`config.mk`:
```
export PLATFORM = sky130hd
export DESIGN_NAME = whole_word_replace_stream_unit
export DESIGN_NICKNAME = d
export VERILOG_FILES = /design/src/sv/wwr_pkg.sv /design/src/sv/whole_word_replace_stream_unit.sv /design/src/sv/wwr_ram.sv /design/src/sv/wwr_front.sv /design/src/sv/wwr_queue.sv /design/src/sv/wwr_back.sv
export SDC_FILE = /design/constraint.sdc
export NUM_CORES = 1
export LEC_CHECK = 0
export BUFFER_PORTS_ARGS = -buffer_cell sky130_fd_sc_hd__buf_2
export CAP_MARGIN = 20
export CORE_MARGIN = 5
export CORE_UTILIZATION = 45
export DETAILED_ROUTE_END_ITERATION = 10
export GPL_TIMING_DRIVEN = 1
export PLACE_DENSITY = 0.71
export SETUP_SLACK_MARGIN = 0.15
export SLEW_MARGIN = 20
export SYNTH_ARGS = -nofsm -noshare
export SYNTH_HDL_FRONTEND = slang
export SYNTH_SLANG_ARGS = --single-unit
```
`constraint.sdc`:
```
create_clock -name clk -period 3.6 [get_ports clk]
set_input_delay 0.18 -clock clk [delete_from_list [all_inputs] [get_ports clk]]
set_output_delay 0.18 -clock clk [all_outputs]
set_load 0.05 [all_outputs]
```
`src/sv/wwr_pkg.sv`:
```
// Shared types and codes for the whole-word replace stream unit.
// Holds the command encoding passed from the front end to the back end.
// No dependencies.
`default_nettype none

package wwr_pkg;

    // Input mode selector codes (s_tuser)
    localparam logic [1:0] MODE_CLEAR = 2'd0;
    localparam logic [1:0] MODE_SRCH  = 2'd1;
    localparam logic [1:0] MODE_REPL  = 2'd2;
    localparam logic [1:0] MODE_TEXT  = 2'd3;

    // Word separator in sentence mode
    localparam logic [7:0] SPACE_CHAR = 8'd32;

    // Command queue depth between front and back
    localparam int Q_DEPTH = 2;

    typedef logic [2:0] op_t;

    // Classified commands
    localparam op_t OP_CLEAR     = 3'd0;
    localparam op_t OP_LOAD_SRCH = 3'd1;
    localparam op_t OP_LOAD_REPL = 3'd2;
    localparam op_t OP_CHAR      = 3'd3;
    localparam op_t OP_SPACE     = 3'd4;
    localparam op_t OP_EOT       = 3'd5;

    typedef struct packed {
        op_t        op;
        logic [7:0] ch;
    } cmd_t;

endpackage

`default_nettype wire

```
`src/sv/whole_word_replace_stream_unit.sv`:
```
// Top level of the whole-word find and replace stream unit.
// Depends on wwr_pkg, wwr_front, wwr_queue, wwr_back (and wwr_ram below it).
//
//  channel | dir | tdata          | tlast         | tuser
//  --------+-----+----------------+---------------+------------------
//  s_*     | in  | [7:0] char_in  | end_of_text   | [1:0] mode
//  m_*     | out | [7:0] char_out | last_of_run   | [0] sentence_done
//
// Load and clear items are handled at dispatch; a passthrough or buffered text
// character also steps through an output load, or a search-word RAM read then compare.
// A word end steps through dispatch, a RAM read and an output load per character,
// then the space if there is one. A two-entry command queue lets the front keep
// accepting while the back emits; the output register absorbs a stall on m_tready.
// Reset is asynchronous, active low; the word stores need no clearing pass.
`default_nettype none

module whole_word_replace_stream_unit
    import wwr_pkg::*;
#(
    parameter int MAX_WORD = 32
) (
    input  wire logic       clk,
    input  wire logic       rst_n,
    input  wire logic       s_tvalid,
    output logic            s_tready,
    input  wire logic [7:0] s_tdata,   // [7:0] char_in
    input  wire logic       s_tlast,   // end_of_text
    input  wire logic [1:0] s_tuser,   // [1:0] mode
    output logic            m_tvalid,
    input  wire logic       m_tready,
    output logic [7:0]      m_tdata,   // [7:0] char_out
    output logic            m_tlast,   // last_of_run
    output logic [0:0]      m_tuser    // [0] sentence_done
);

    logic f_valid, f_ready;
    cmd_t f_cmd;
    logic q_valid, q_pop;
    cmd_t q_cmd;

    // Accept and classify
    wwr_front u_front (
        .clk       (clk),
        .rst_n     (rst_n),
        .s_tvalid  (s_tvalid),
        .s_tready  (s_tready),
        .s_tdata   (s_tdata),
        .s_tlast   (s_tlast),
        .s_tuser   (s_tuser),
        .cmd_valid (f_valid),
        .cmd_ready (f_ready),
        .cmd       (f_cmd)
    );

    // Decouple front from back
    wwr_queue u_queue (
        .clk       (clk),
        .rst_n     (rst_n),
        .in_valid  (f_valid),
        .in_ready  (f_ready),
        .in_cmd    (f_cmd),
        .out_valid (q_valid),
        .out_pop   (q_pop),
        .out_cmd   (q_cmd)
    );

    // Execute and emit
    wwr_back #(.MAX_WORD(MAX_WORD)) u_back (
        .clk      (clk),
        .rst_n    (rst_n),
        .q_valid  (q_valid),
        .q_cmd    (q_cmd),
        .q_pop    (q_pop),
        .m_tvalid (m_tvalid),
        .m_tready (m_tready),
        .m_tdata  (m_tdata),
        .m_tlast  (m_tlast),
        .m_tuser  (m_tuser)
    );

endmodule

`default_nettype wire

```
`src/sv/wwr_ram.sv`:
```
// Generic single-write, single-read RAM with registered read data.
// Used for the search word, replacement word and word buffer. No dependencies.
`default_nettype none

module wwr_ram #(
    parameter int WIDTH = 8,
    parameter int DEPTH = 32
) (
    input  wire logic                                   clk,
    input  wire logic                                   we,
    input  wire logic [((DEPTH > 1) ? $clog2(DEPTH) : 1)-1:0] waddr,
    input  wire logic [WIDTH-1:0]                       wdata,
    input  wire logic                                   re,
    input  wire logic [((DEPTH > 1) ? $clog2(DEPTH) : 1)-1:0] raddr,
    output logic      [WIDTH-1:0]                       rdata
);

    logic [WIDTH-1:0] mem [DEPTH];

    // Write port
    always_ff @(posedge clk)
    begin
        if (we)
        begin
            mem[waddr] <= wdata;
        end
    end

    // Registered read, held while re is low
    always_ff @(posedge clk)
    begin
        if (re)
        begin
            rdata <= mem[raddr];
        end
    end

endmodule

`default_nettype wire

```
`src/sv/wwr_front.sv`:
```
// Front end: accepts input items and classifies them into commands.
// Depends on wwr_pkg.
`default_nettype none

module wwr_front
    import wwr_pkg::*;
(
    input  wire logic       clk,
    input  wire logic       rst_n,
    input  wire logic       s_tvalid,
    output logic            s_tready,
    input  wire logic [7:0] s_tdata,   // [7:0] char_in
    input  wire logic       s_tlast,   // end_of_text
    input  wire logic [1:0] s_tuser,   // [1:0] mode
    output logic            cmd_valid,
    input  wire logic       cmd_ready,
    output cmd_t            cmd
);

    logic vld_reg, vld_next;
    cmd_t cmd_reg, cmd_next;
    op_t  op_dec;

    // Classify the incoming item
    always_comb
    begin
        case (s_tuser)
            MODE_CLEAR: op_dec = OP_CLEAR;
            MODE_SRCH:  op_dec = OP_LOAD_SRCH;
            MODE_REPL:  op_dec = OP_LOAD_REPL;
            MODE_TEXT:
            begin
                if (s_tlast)
                    op_dec = OP_EOT;
                else if (s_tdata == SPACE_CHAR)
                    op_dec = OP_SPACE;
                else
                    op_dec = OP_CHAR;
            end
            default:    op_dec = OP_CLEAR;
        endcase
    end

    assign s_tready  = !vld_reg || cmd_ready;
    assign cmd_valid = vld_reg;
    assign cmd       = cmd_reg;

    // Hold the classified command until the queue takes it
    always_comb
    begin
        vld_next = vld_reg;
        cmd_next = cmd_reg;
        if (cmd_ready)
            vld_next = 1'b0;
        if (s_tvalid && s_tready)
        begin
            vld_next    = 1'b1;
            cmd_next.op = op_dec;
            cmd_next.ch = s_tdata;
        end
    end

    always_ff @(posedge clk or negedge rst_n)
    begin
        if (!rst_n)
            vld_reg <= 1'b0;
        else
            vld_reg <= vld_next;
    end

    always_ff @(posedge clk)
    begin
        cmd_reg <= cmd_next;
    end

endmodule

`default_nettype wire

```
`src/sv/wwr_queue.sv`:
```
// Short command queue decoupling the front end from the back end.
// Depends on wwr_pkg.
`default_nettype none

module wwr_queue
    import wwr_pkg::*;
(
    input  wire logic clk,
    input  wire logic rst_n,
    input  wire logic in_valid,
    output logic      in_ready,
    input  wire cmd_t in_cmd,
    output logic      out_valid,
    input  wire logic out_pop,
    output cmd_t      out_cmd
);

    localparam int PW = (Q_DEPTH > 1) ? $clog2(Q_DEPTH) : 1;
    localparam int CW = $clog2(Q_DEPTH + 1);

    cmd_t            entry [Q_DEPTH];
    logic [PW-1:0]   wr_ptr_reg, wr_ptr_next;
    logic [PW-1:0]   rd_ptr_reg, rd_ptr_next;
    logic [CW-1:0]   count_reg, count_next;
    logic            push, pop;

    assign in_ready  = (count_reg != CW'(Q_DEPTH));
    assign out_valid = (count_reg != '0);
    assign out_cmd   = entry[rd_ptr_reg];
    assign push      = in_valid && in_ready;
    assign pop       = out_pop && out_valid;

    // Advance pointers and occupancy
    always_comb
    begin
        wr_ptr_next = wr_ptr_reg;
        rd_ptr_next = rd_ptr_reg;
        count_next  = count_reg;
        if (push)
            wr_ptr_next = (wr_ptr_reg == PW'(Q_DEPTH - 1)) ? '0 : wr_ptr_reg + 1'b1;
        if (pop)
            rd_ptr_next = (rd_ptr_reg == PW'(Q_DEPTH - 1)) ? '0 : rd_ptr_reg + 1'b1;
        if (push && !pop)
            count_next = count_reg + 1'b1;
        else if (pop && !push)
            count_next = count_reg - 1'b1;
    end

    always_ff @(posedge clk or negedge rst_n)
    begin
        if (!rst_n)
        begin
            wr_ptr_reg <= '0;
            rd_ptr_reg <= '0;
            count_reg  <= '0;
        end
        else
        begin
            wr_ptr_reg <= wr_ptr_next;
            rd_ptr_reg <= rd_ptr_next;
            count_reg  <= count_next;
        end
    end

    // Store pushed command
    always_ff @(posedge clk)
    begin
        if (push)
            entry[wr_ptr_reg] <= in_cmd;
    end

endmodule

`default_nettype wire

```
`src/sv/wwr_back.sv`:
```
// Back end: executes commands, owns the word stores and the output register.
// Depends on wwr_pkg and wwr_ram.
`default_nettype none

module wwr_back
    import wwr_pkg::*;
#(
    parameter int MAX_WORD = 32
) (
    input  wire logic       clk,
    input  wire logic       rst_n,
    input  wire logic       q_valid,
    input  wire cmd_t       q_cmd,
    output logic            q_pop,
    output logic            m_tvalid,
    input  wire logic       m_tready,
    output logic [7:0]      m_tdata,   // [7:0] char_out
    output logic            m_tlast,   // last_of_run
    output logic [0:0]      m_tuser    // [0] sentence_done
);

    localparam int AW = (MAX_WORD > 1) ? $clog2(MAX_WORD) : 1;
    localparam int LW = $clog2(MAX_WORD + 1);

    localparam logic [2:0] ST_IDLE = 3'd0;
    localparam logic [2:0] ST_CMP  = 3'd1;
    localparam logic [2:0] ST_RD   = 3'd2;
    localparam logic [2:0] ST_WR   = 3'd3;
    localparam logic [2:0] ST_TAIL = 3'd4;

    logic [2:0]    state_reg, state_next;
    logic [LW-1:0] search_len_reg, search_len_next;
    logic [LW-1:0] repl_len_reg, repl_len_next;
    logic [LW-1:0] word_len_reg, word_len_next;
    logic          still_match_reg, still_match_next;
    logic          passthru_reg, passthru_next;
    logic [7:0]    char_reg, char_next;
    logic          src_repl_reg, src_repl_next;
    logic [LW-1:0] burst_len_reg, burst_len_next;
    logic [LW-1:0] idx_reg, idx_next;
    logic          tail_vld_reg, tail_vld_next;
    logic          eot_reg, eot_next;
    logic          out_vld_reg, out_vld_next;
    logic [7:0]    out_data_reg, out_data_next;
    logic          out_last_reg, out_last_next;
    logic          out_done_reg, out_done_next;

    logic          srch_we, repl_we, word_we;
    logic          srch_re, burst_re;
    logic [7:0]    srch_rdata, repl_rdata, word_rdata, burst_data;
    logic          out_free, last_elem, is_match;
    logic [LW-1:0] flush_len;

    // Word stores
    wwr_ram #(.WIDTH(8), .DEPTH(MAX_WORD)) u_srch_ram (
        .clk   (clk),
        .we    (srch_we),
        .waddr (search_len_reg[AW-1:0]),
        .wdata (q_cmd.ch),
        .re    (srch_re),
        .raddr (word_len_reg[AW-1:0]),
        .rdata (srch_rdata)
    );

    wwr_ram #(.WIDTH(8), .DEPTH(MAX_WORD)) u_repl_ram (
        .clk   (clk),
        .we    (repl_we),
        .waddr (repl_len_reg[AW-1:0]),
        .wdata (q_cmd.ch),
        .re    (burst_re),
        .raddr (idx_reg[AW-1:0]),
        .rdata (repl_rdata)
    );

    wwr_ram #(.WIDTH(8), .DEPTH(MAX_WORD)) u_word_ram (
        .clk   (clk),
        .we    (word_we),
        .waddr (word_len_reg[AW-1:0]),
        .wdata (q_cmd.ch),
        .re    (burst_re),
        .raddr (idx_reg[AW-1:0]),
        .rdata (word_rdata)
    );

    assign out_free   = !out_vld_reg || m_tready;
    assign burst_data = src_repl_reg ? repl_rdata : word_rdata;
    assign last_elem  = ((idx_reg + LW'(1)) == burst_len_reg);
    assign is_match   = still_match_reg && (search_len_reg != '0) &&
                        (word_len_reg == search_len_reg);
    assign flush_len  = passthru_reg ? '0 : (is_match ? repl_len_reg : word_len_reg);

    assign m_tvalid = out_vld_reg;
    assign m_tdata  = out_data_reg;
    assign m_tlast  = out_last_reg;
    assign m_tuser  = out_done_reg;

    // Command sequencer
    always_comb
    begin
        state_next       = state_reg;
        search_len_next  = search_len_reg;
        repl_len_next    = repl_len_reg;
        word_len_next    = word_len_reg;
        still_match_next = still_match_reg;
        passthru_next    = passthru_reg;
        char_next        = char_reg;
        src_repl_next    = src_repl_reg;
        burst_len_next   = burst_len_reg;
        idx_next         = idx_reg;
        tail_vld_next    = tail_vld_reg;
        eot_next         = eot_reg;
        out_vld_next     = out_vld_reg;
        out_data_next    = out_data_reg;
        out_last_next    = out_last_reg;
        out_done_next    = out_done_reg;
        q_pop            = 1'b0;
        srch_we          = 1'b0;
        repl_we          = 1'b0;
        word_we          = 1'b0;
        srch_re          = 1'b0;
        burst_re         = 1'b0;

        // Drop the output item once taken
        if (m_tready)
            out_vld_next = 1'b0;

        case (state_reg)
            ST_IDLE:
            begin
                if (q_valid)
                begin
                    q_pop = 1'b1;
                    case (q_cmd.op)
                        OP_CLEAR:
                        begin
                            search_len_next = '0;
                            repl_len_next   = '0;
                        end
                        OP_LOAD_SRCH:
                        begin
                            if (search_len_reg < LW'(MAX_WORD))
                            begin
                                srch_we         = 1'b1;
                                search_len_next = search_len_reg + LW'(1);
                            end
                        end
                        OP_LOAD_REPL:
                        begin
                            if (repl_len_reg < LW'(MAX_WORD))
                            begin
                                repl_we       = 1'b1;
                                repl_len_next = repl_len_reg + LW'(1);
                            end
                        end
                        OP_CHAR:
                        begin
                            char_next = q_cmd.ch;
                            if (passthru_reg)
                            begin
                                // Pass the character straight through
                                eot_next   = 1'b0;
                                state_next = ST_TAIL;
                            end
                            else if (word_len_reg >= LW'(MAX_WORD))
                            begin
                                // Buffer full: flush it, then the character
                                src_repl_next    = 1'b0;
                                burst_len_next   = LW'(MAX_WORD);
                                idx_next         = '0;
                                tail_vld_next    = 1'b1;
                                eot_next         = 1'b0;
                                passthru_next    = 1'b1;
                                still_match_next = 1'b0;
                                state_next       = ST_RD;
                            end
                            else
                            begin
                                // Buffer it and fetch the search char to compare
                                word_we    = 1'b1;
                                srch_re    = 1'b1;
                                state_next = ST_CMP;
                            end
                        end
                        OP_SPACE, OP_EOT:
                        begin
                            src_repl_next    = is_match;
                            burst_len_next   = flush_len;
                            idx_next         = '0;
                            tail_vld_next    = (q_cmd.op == OP_SPACE);
                            eot_next         = (q_cmd.op == OP_EOT);
                            char_next        = SPACE_CHAR;
                            word_len_next    = '0;
                            still_match_next = 1'b1;
                            passthru_next    = 1'b0;
                            if (flush_len != '0)
                                state_next = ST_RD;
                            else if (q_cmd.op == OP_SPACE)
                                state_next = ST_TAIL;
                            else
                                state_next = ST_IDLE;
                        end
                        default:
                        begin
                            state_next = ST_IDLE;
                        end
                    endcase
                end
            end
            ST_CMP:
            begin
                if (!((word_len_reg < search_len_reg) && (srch_rdata == char_reg)))
                    still_match_next = 1'b0;
                word_len_next = word_len_reg + LW'(1);
                state_next    = ST_IDLE;
            end
            ST_RD:
            begin
                burst_re   = 1'b1;
                state_next = ST_WR;
            end
            ST_WR:
            begin
                if (out_free)
                begin
                    out_vld_next  = 1'b1;
                    out_data_next = burst_data;
                    out_last_next = last_elem && !tail_vld_reg;
                    out_done_next = last_elem && eot_reg;
                    idx_next      = idx_reg + LW'(1);
                    if (!last_elem)
                        state_next = ST_RD;
                    else if (tail_vld_reg)
                        state_next = ST_TAIL;
                    else
                        state_next = ST_IDLE;
                end
            end
            ST_TAIL:
            begin
                if (out_free)
                begin
                    out_vld_next  = 1'b1;
                    out_data_next = char_reg;
                    out_last_next = 1'b1;
                    out_done_next = 1'b0;
                    state_next    = ST_IDLE;
                end
            end
            default:
            begin
                state_next = ST_IDLE;
            end
        endcase
    end

    // Control state
    always_ff @(posedge clk or negedge rst_n)
    begin
        if (!rst_n)
        begin
            state_reg       <= ST_IDLE;
            search_len_reg  <= '0;
            repl_len_reg    <= '0;
            word_len_reg    <= '0;
            still_match_reg <= 1'b1;
            passthru_reg    <= 1'b0;
            burst_len_reg   <= '0;
            idx_reg         <= '0;
            tail_vld_reg    <= 1'b0;
            eot_reg         <= 1'b0;
            out_vld_reg     <= 1'b0;
        end
        else
        begin
            state_reg       <= state_next;
            search_len_reg  <= search_len_next;
            repl_len_reg    <= repl_len_next;
            word_len_reg    <= word_len_next;
            still_match_reg <= still_match_next;
            passthru_reg    <= passthru_next;
            burst_len_reg   <= burst_len_next;
            idx_reg         <= idx_next;
            tail_vld_reg    <= tail_vld_next;
            eot_reg         <= eot_next;
            out_vld_reg     <= out_vld_next;
        end
    end

    // Payload
    always_ff @(posedge clk)
    begin
        char_reg     <= char_next;
        src_repl_reg <= src_repl_next;
        out_data_reg <= out_data_next;
        out_last_reg <= out_last_next;
        out_done_reg <= out_done_next;
    end

`ifndef SYNTHESIS
    a_word_len_bound: assert property (@(posedge clk) disable iff (!rst_n)
        word_len_reg <= LW'(MAX_WORD))
        else $error("word length past buffer size");

    a_burst_in_range: assert property (@(posedge clk) disable iff (!rst_n)
        (state_reg == ST_RD || state_reg == ST_WR) |->
            (burst_len_reg != '0 && idx_reg < burst_len_reg))
        else $error("burst index out of range");

    a_passthru_no_match: assert property (@(posedge clk) disable iff (!rst_n)
        passthru_reg |-> !still_match_reg)
        else $error("passthrough word still marked as matching");

    a_done_is_last: assert property (@(posedge clk) disable iff (!rst_n)
        (out_vld_reg && out_done_reg) |-> out_last_reg)
        else $error("sentence done without end of run");

    a_cmp_from_idle: assert property (@(posedge clk) disable iff (!rst_n)
        (state_reg == ST_CMP) |-> ($past(state_reg) == ST_IDLE && state_next == ST_IDLE))
        else $error("compare step not a single cycle after dispatch");
`endif

endmodule

`default_nettype wire
```
==> flow_metrics.tcl, run 1 <==
set metrics [dict create \
    core_sq_mm 0.0786 \
    firstDrtPassIters 6 \
    yosys_most_used_dff "edfxtp_1" \
    drc 0 \
    syn_inst 1875 \
    synth_seq_cells 887 \
    max_freq_mhz 326 \
    postCtsSetupBuffers 0 \
    skew_ns 0.0295 \
    combPwrFrac 0.222 \
    portBuffers 26 \
    viasPerCell 5.98 \
    row_count 103 \
    ant_nets 0 \
    overflow 0 \
    critPathCaptureType "flop" \
    synth_cell_type_count 73 \
    final_common_cell "edfxtp_1" \
    ys_async_sr_fraction 0.0485 \
    post_cts_resized 0 \
    grt_pass1_wl_mm 124 \
    dieWidth_um 291 \
    multi_input_comb_area_sq_mm 0.00857 \
    cts_made_buffers 84 \
    path_clk_slew_ns 0.07 \
    drtIter0Drc 2243 \
    final_nets 2006 \
    grt_pass1_vias 18600 \
    clk_latency_ns 0.64 \
    yosysSeqAreaShare 0.745 \
    p_sw_frac 0.290 \
    slew_headroom 0.353 \
    post-dp-hpwl_mm 52.4 \
    powerDensity_mw_per_mm2 740 \
    cts_tree "built" \
    top_level_ports 27 \
    cp_max_fo 13 \
    chipHeight_um 291 \
    finalHoldViolCount 0 \
    syn_area_per_cell_sq_um 18.9 \
    rr_startpoint "u_queue.rd_ptr_reg$_DFFE_PN0P_" \
    synth_warnings 0 \
    post_dp_cell_area_sq_mm 0.0372 \
    crit_type "reg2reg" \
    hp-class "in2reg" \
    hold_slack_ns 0.0750 \
    seq_area_sq_mm 0.0264 \
    finalSetupViolCount 0 \
    syn_area_sq_mm 0.0355 \
    seqPwrFrac 0.467 \
    required_ns 3.85 \
    grt_max_degree 54 \
    tightest_slew_ns 0.963 \
    final.min_clock_period_ns 3.07 \
    syn-num-nets 1910 \
    startpoint "u_queue.rd_ptr_reg$_DFFE_PN0P_" \
    leakage_nw 12.6 \
    wirelength_mm 82.8 \
    cp-start-kind "flop" \
    design_area_sq_mm 0.0402 \
    die_area_sq_mm 0.0846 \
    drv_cap 0 \
    critical_path_arrival_ns 3.31 \
    htreeDepth 3 \
    hold_buffers 14 \
    hp-start "s_tlast" \
    top_regs "u_back.u_repl_ram.mem: 256 flops, u_back.u_srch_ram.mem: 256 flops, u_back.u_word_ram.mem: 256 flops" \
    tns_ns 0 \
    area_growth_pct 13.4 \
    cts_buffer_depth 3 \
    slew_viol_final 0 \
    status "finished clean" \
    fillers 6162 \
    clkSinkCount 887 \
    cell_internal_pwr_w 0.0211 \
    via_count 18500 \
    irDropWorstVdd_mv 0.583 \
    fin_crit_sh 0.851 \
    gp_congestion 0.872 \
    track_usage 0.192 \
    initial_core_util 0.451 \
    drive_gt1_frac 0.216 \
    clkPwrFrac 0.311 \
    antenna_found_initial 2 \
    diodes 0 \
    cts-root-buf "clkbuf_16" \
    p_sw_w 0.00863 \
    synth-edff-count 844 \
    final_cell_mix "844 x edfxtp_1, 144 x mux4_2, 125 x nor2_1" \
    rsz0062_at_grt "no" \
    wl_per_cell_um 26.8 \
]
-- cell usage after synthesis, types with 3 or more instances --
library cell / instances / area [sq um]
edfxtp_1: 844 / 25300
o31ai_1: 18 / 135
inv_1: 17 / 63.8
ha_1: 20 / 250
a22o_1: 3 / 26.3
nor3_1: 7 / 35.0
buf_2: 21 / 105
nor2b_1: 24 / 150
mux2_2: 31 / 349
o221ai_1: 64 / 561
nand3_1: 15 / 75.1
nand4_1: 14 / 87.6
nor3b_1: 6 / 45.0
dfrtp_1: 42 / 1050
xor2_1: 15 / 131
nand3b_1: 7 / 52.6
nor4_1: 6 / 37.5
buf_6: 3 / 33.8
o21ai_0: 30 / 150
a21oi_1: 15 / 75.1
a22oi_1: 33 / 248
a21boi_0: 16 / 120
buf_1: 14 / 52.6
or3b_2: 4 / 35.0
mux4_2: 144 / 3240
and3b_1: 4 / 35.0
o2111ai_1: 3 / 26.3
and2_1: 11 / 68.8
nand2_2: 5 / 31.3
or3_1: 5 / 31.3
mux2i_1: 110 / 1100
clkbuf_1: 48 / 180
nand2b_1: 10 / 62.6
nand2_1: 39 / 146
nand2_4: 4 / 45.0
nor2_1: 126 / 473
o211ai_1: 4 / 30.0
o22ai_1: 17 / 106
and3_1: 16 / 100
xnor2_1: 10 / 87.6
buf_4: 14 / 105
-- layer usage --
metal  part of all wire  vias up  global-route usage
met5            0.00014        -                   0
met4              0.023        2              0.0522
met1               0.40     9560               0.268
li1                   -     7846                   -
met3              0.084      111              0.0310
met2               0.49      966               0.319
-- power by group through the flow --
stage               registers, W  clock network, W  logic [W]
floorplan                 0.0137                 0    0.00444
global placement          0.0141                 0    0.00655
detailed placement        0.0141                 0    0.00664
CTS                       0.0139           0.00936    0.00668
global route              0.0140           0.00983    0.00704
finish                    0.0139           0.00925    0.00661
-- through the flow --
| stage | cells | worst slack (ns) | power [W] | utilization |
|---|---|---|---|---|
| 2_1_floorplan | 1875 | 1.11 | 0.0182 | - |
| 3_3_place_gp | 2921 | 0.716 | 0.0206 | 0.473 |
| 3_5_place_dp | 2921 | 0.552 | 0.0208 | 0.473 |
| 4_1_cts | 3091 | 0.533 | 0.0300 | 0.512 |
| 5_1_grt | 3091 | 0.339 | 0.0308 | 0.512 |
| 6_report | 3091 | 0.535 | 0.0298 | 0.512 |
-- cells by family (layout without fill, tap and decap cells) --
kind of cell / after synthesis / after routing / share of synthesized area
compound gates: 224 / 224 / 0.0475
flops: 887 / 887 / 0.745
mux: 286 / 286 / 0.133
simple gates: 315 / 315 / 0.0467
xor+xnor: 25 / 25 / 0.00617
fa+ha+maj: 20 / 20 / 0.00705
buf+inv: 118 / 284 / 0.0153
-- area by class of cell --
| class | instances | share of cell area |
|---|---|---|
| multi-input cells | 870 | 0.213 |
| inverters | 18 | 0.00168 |
| clock buffers | 100 | 0.0561 |
| flip-flops and latches | 887 | 0.657 |
| well taps | 1050 | 0.0326 |
| clock inverters | 56 | 0.0163 |
| repair buffers | 110 | 0.0236 |
-- worst max-delay path: stages (launching register included) --
cell and delay, ns:
dfrtp_1 0.50, buf_4 0.32, nor3b_1 0.29, o21ai_0 0.30, nor3_4 0.42, nand2_4 0.20
nor2_1 0.64
-- worst paths after layout --
path | endpoint | cells after the start | slack (ns)
min in group asynchronous | u_back.m_tvalid$_DFF_PN0_ | 2 | 0.22
setup reg to reg | u_back.u_srch_ram.mem[4][0]$_DFFE_PP_ | 6 | 0.53
max in group asynchronous | u_back.word_len_reg[0]$_DFFE_PN0P_ | 2 | 2.93
hold / removal | u_front.cmd[9]$_DFFE_PP_ | 4 | 0.07
hold reg to reg | u_queue.entry[0][7]$_DFFE_PP_ | 0 | 0.45
setup / recovery | u_back.u_srch_ram.mem[4][0]$_DFFE_PP_ | 6 | 0.53
Note: power is estimated with default switching activity, not from simulation.
==> inputs of run 2 (changes only) <==
CORE_UTILIZATION = 25   (was 45)
PLACE_DENSITY = 0.49   (was 0.71)
SLEW_MARGIN = 0   (was 20)
==> flow_metrics.tcl, run 2 (synthesized netlist as in run 1, its figures left out) <==
set metrics [dict create \
    critPathCaptureType "flop" \
    critical_path_arrival_ns 3.26 \
    portBuffers 26 \
    final.min_clock_period_ns 3.00 \
    layoutNonFillerInstCount 3977 \
    met3_usage 0.0237 \
    crit_chain "or3_4, nor3_4, and3_1, nand2_1, nor2_1" \
    gp_congestion 0.817 \
    antenna_found_initial 5 \
    final_nets 2048 \
    crit_type "reg2reg" \
    path_buf_inv 0 \
    dieWidth_um 387 \
    hp-class "in2async" \
    irDropWorstVdd_mv 0.509 \
    wirelength_mm 89.3 \
    htreeDepth 3 \
    drc 0 \
    path_clk_slew_ns 0.07 \
    initial_core_util 0.251 \
    leakage_nw 12.7 \
    powerDensity_mw_per_mm2 717 \
    grt_use_met1 0.154 \
    track_usage 0.116 \
    overflow 0 \
    slew_headroom 0.248 \
    grt_pass1_wl_mm 132 \
    firstDrtPassIters 5 \
    ant_nets 0 \
    viasPerCell 4.55 \
    top_level_ports 27 \
    cp_top_family "simple AND/OR/NAND/NOR gates" \
    clkSinkCount 887 \
    top_regs "u_back.u_repl_ram.mem: 256 flops, u_back.u_srch_ram.mem: 256 flops, u_back.u_word_ram.mem: 256 flops" \
    rsz0062_at_grt "no" \
    numPlacedInstances 3795 \
    design_area_sq_mm 0.0415 \
    slew_viol_final 0 \
    final_common_cell "edfxtp_1" \
    setup_slack_ns 0.604 \
    wl_per_cell_um 22.5 \
    area_growth_pct 17.0 \
    cts_tree "built" \
    via_count 18100 \
    hold_buffers 15 \
    skew_ns 0.0237 \
    drv_cap 0 \
    cp-start-kind "flop" \
    dp_slack_ns 0.601 \
    cpMaxStageDelayCell "nor2_1" \
    grt_max_degree 64 \
    finalHoldViolCount 0 \
    cts_made_buffers 89 \
    cp_max_fo 13 \
    drive_gt1_frac 0.229 \
    use_met2 0.193 \
    cts_buffer_depth 3 \
    postCtsSetupBuffers 0 \
    cts-root-buf "clkbuf_16" \
    tns_ns 0 \
    max_stage_delay_ns 0.66 \
    max_freq_mhz 334 \
    required_ns 3.86 \
    post_cts_resized 0 \
    diodes 0 \
    die_area_sq_mm 0.150 \
    post-dp-hpwl_mm 58.3 \
    finalSetupViolCount 0 \
    chipHeight_um 387 \
    drtIter0Drc 1564 \
    status "finished clean" \
    busiest_layer "met2" \
    rr_startpoint "u_back.state_reg[0]$_DFFE_PN0P_" \
    final_cell_mix "844 x edfxtp_1, 144 x mux4_2, 126 x nor2_1" \
    clk_latency_ns 0.65 \
    tightest_slew_ns 1.13 \
    fin_crit_sh 0.832 \
    core_sq_mm 0.141 \
    grt_pass1_vias 19000 \
    startpoint "u_back.state_reg[0]$_DFFE_PN0P_" \
    row_count 138 \
    post_dp_cell_area_sq_mm 0.0385 \
]
[run 2: changes by cell type in the layout (fill, tap and decap cells not counted), sizes merged]
cell / before / now
inv: 21 / 23
dlygate4sd3: 14 / 15
clkbuf: 100 / 102
buf: 96 / 132
bufinv: 13 / 8
clkinv: 34 / 44
[run 2: final timing paths]
kind,to,slack [ns],depth (start not counted)
setup reg to reg,u_back.u_repl_ram.mem[12][5]$_DFFE_PP_,0.60,5
hold / removal,u_back.search_len_reg[1]$_DFFE_PN0P_,0.18,2
max in group asynchronous,u_back.still_match_reg$_DFFE_PN1P_,2.84,3
hold reg to reg,u_queue.entry[1][6]$_DFFE_PP_,0.44,0
min in group clk,u_front.cmd[0]$_DFFE_PP_,0.31,2
setup / recovery,u_back.u_repl_ram.mem[12][5]$_DFFE_PP_,0.60,5
[run 2: per-stage QoR]
stage | hold WS (ns) | util | power (W)
floorplan | -0.116 | - | 0.0182
global placement | 0.381 | 0.272 | 0.0209
detailed placement | 0.378 | 0.272 | 0.0210
CTS | 0.250 | 0.294 | 0.0301
global route | 0.226 | 0.294 | 0.0310
finish | 0.181 | 0.294 | 0.0298
[run 2: final cells by class]
| cell class | instances | area [sq um] |
|---|---|---|
| Inverter | 18 | 67.6 |
| Clock buffer | 102 | 2300 |
| Multi-Input combinational cell | 870 | 8570 |
| Fill cell | 14000 | 99700 |
| Timing Repair Buffer | 147 | 1210 |
| Tap cell | 1890 | 2360 |
| Clock inverter | 63 | 558 |
| Sequential cell | 887 | 26400 |
[run 2: worst register-to-register path: cells and delay by family, from the launching register on]
kind	cells	cell delay (ns)
AND/OR/NAND/NOR	5	2.12
flip-flops	1	0.50
[run 2: report_power, final]
group | leakage, nW | switching [W] | internal (W)
Combinational | 3.16 | 0.00432 | 0.00247
Sequential | 8.17 | 0.000633 | 0.0132
Clock | 1.39 | 0.00391 | 0.00518
[run 2: routing by layer]
| metal | vias to the layer above | wire [um] | share of wire |
|---|---|---|---|
| met4 | 2 | 2310 | 0.026 |
| li1 | 7923 | - | - |
| met1 | 9613 | 39200 | 0.44 |
| met5 | - | 15 | 0.00017 |
| met3 | 128 | 4750 | 0.053 |
| met2 | 447 | 43000 | 0.48 |
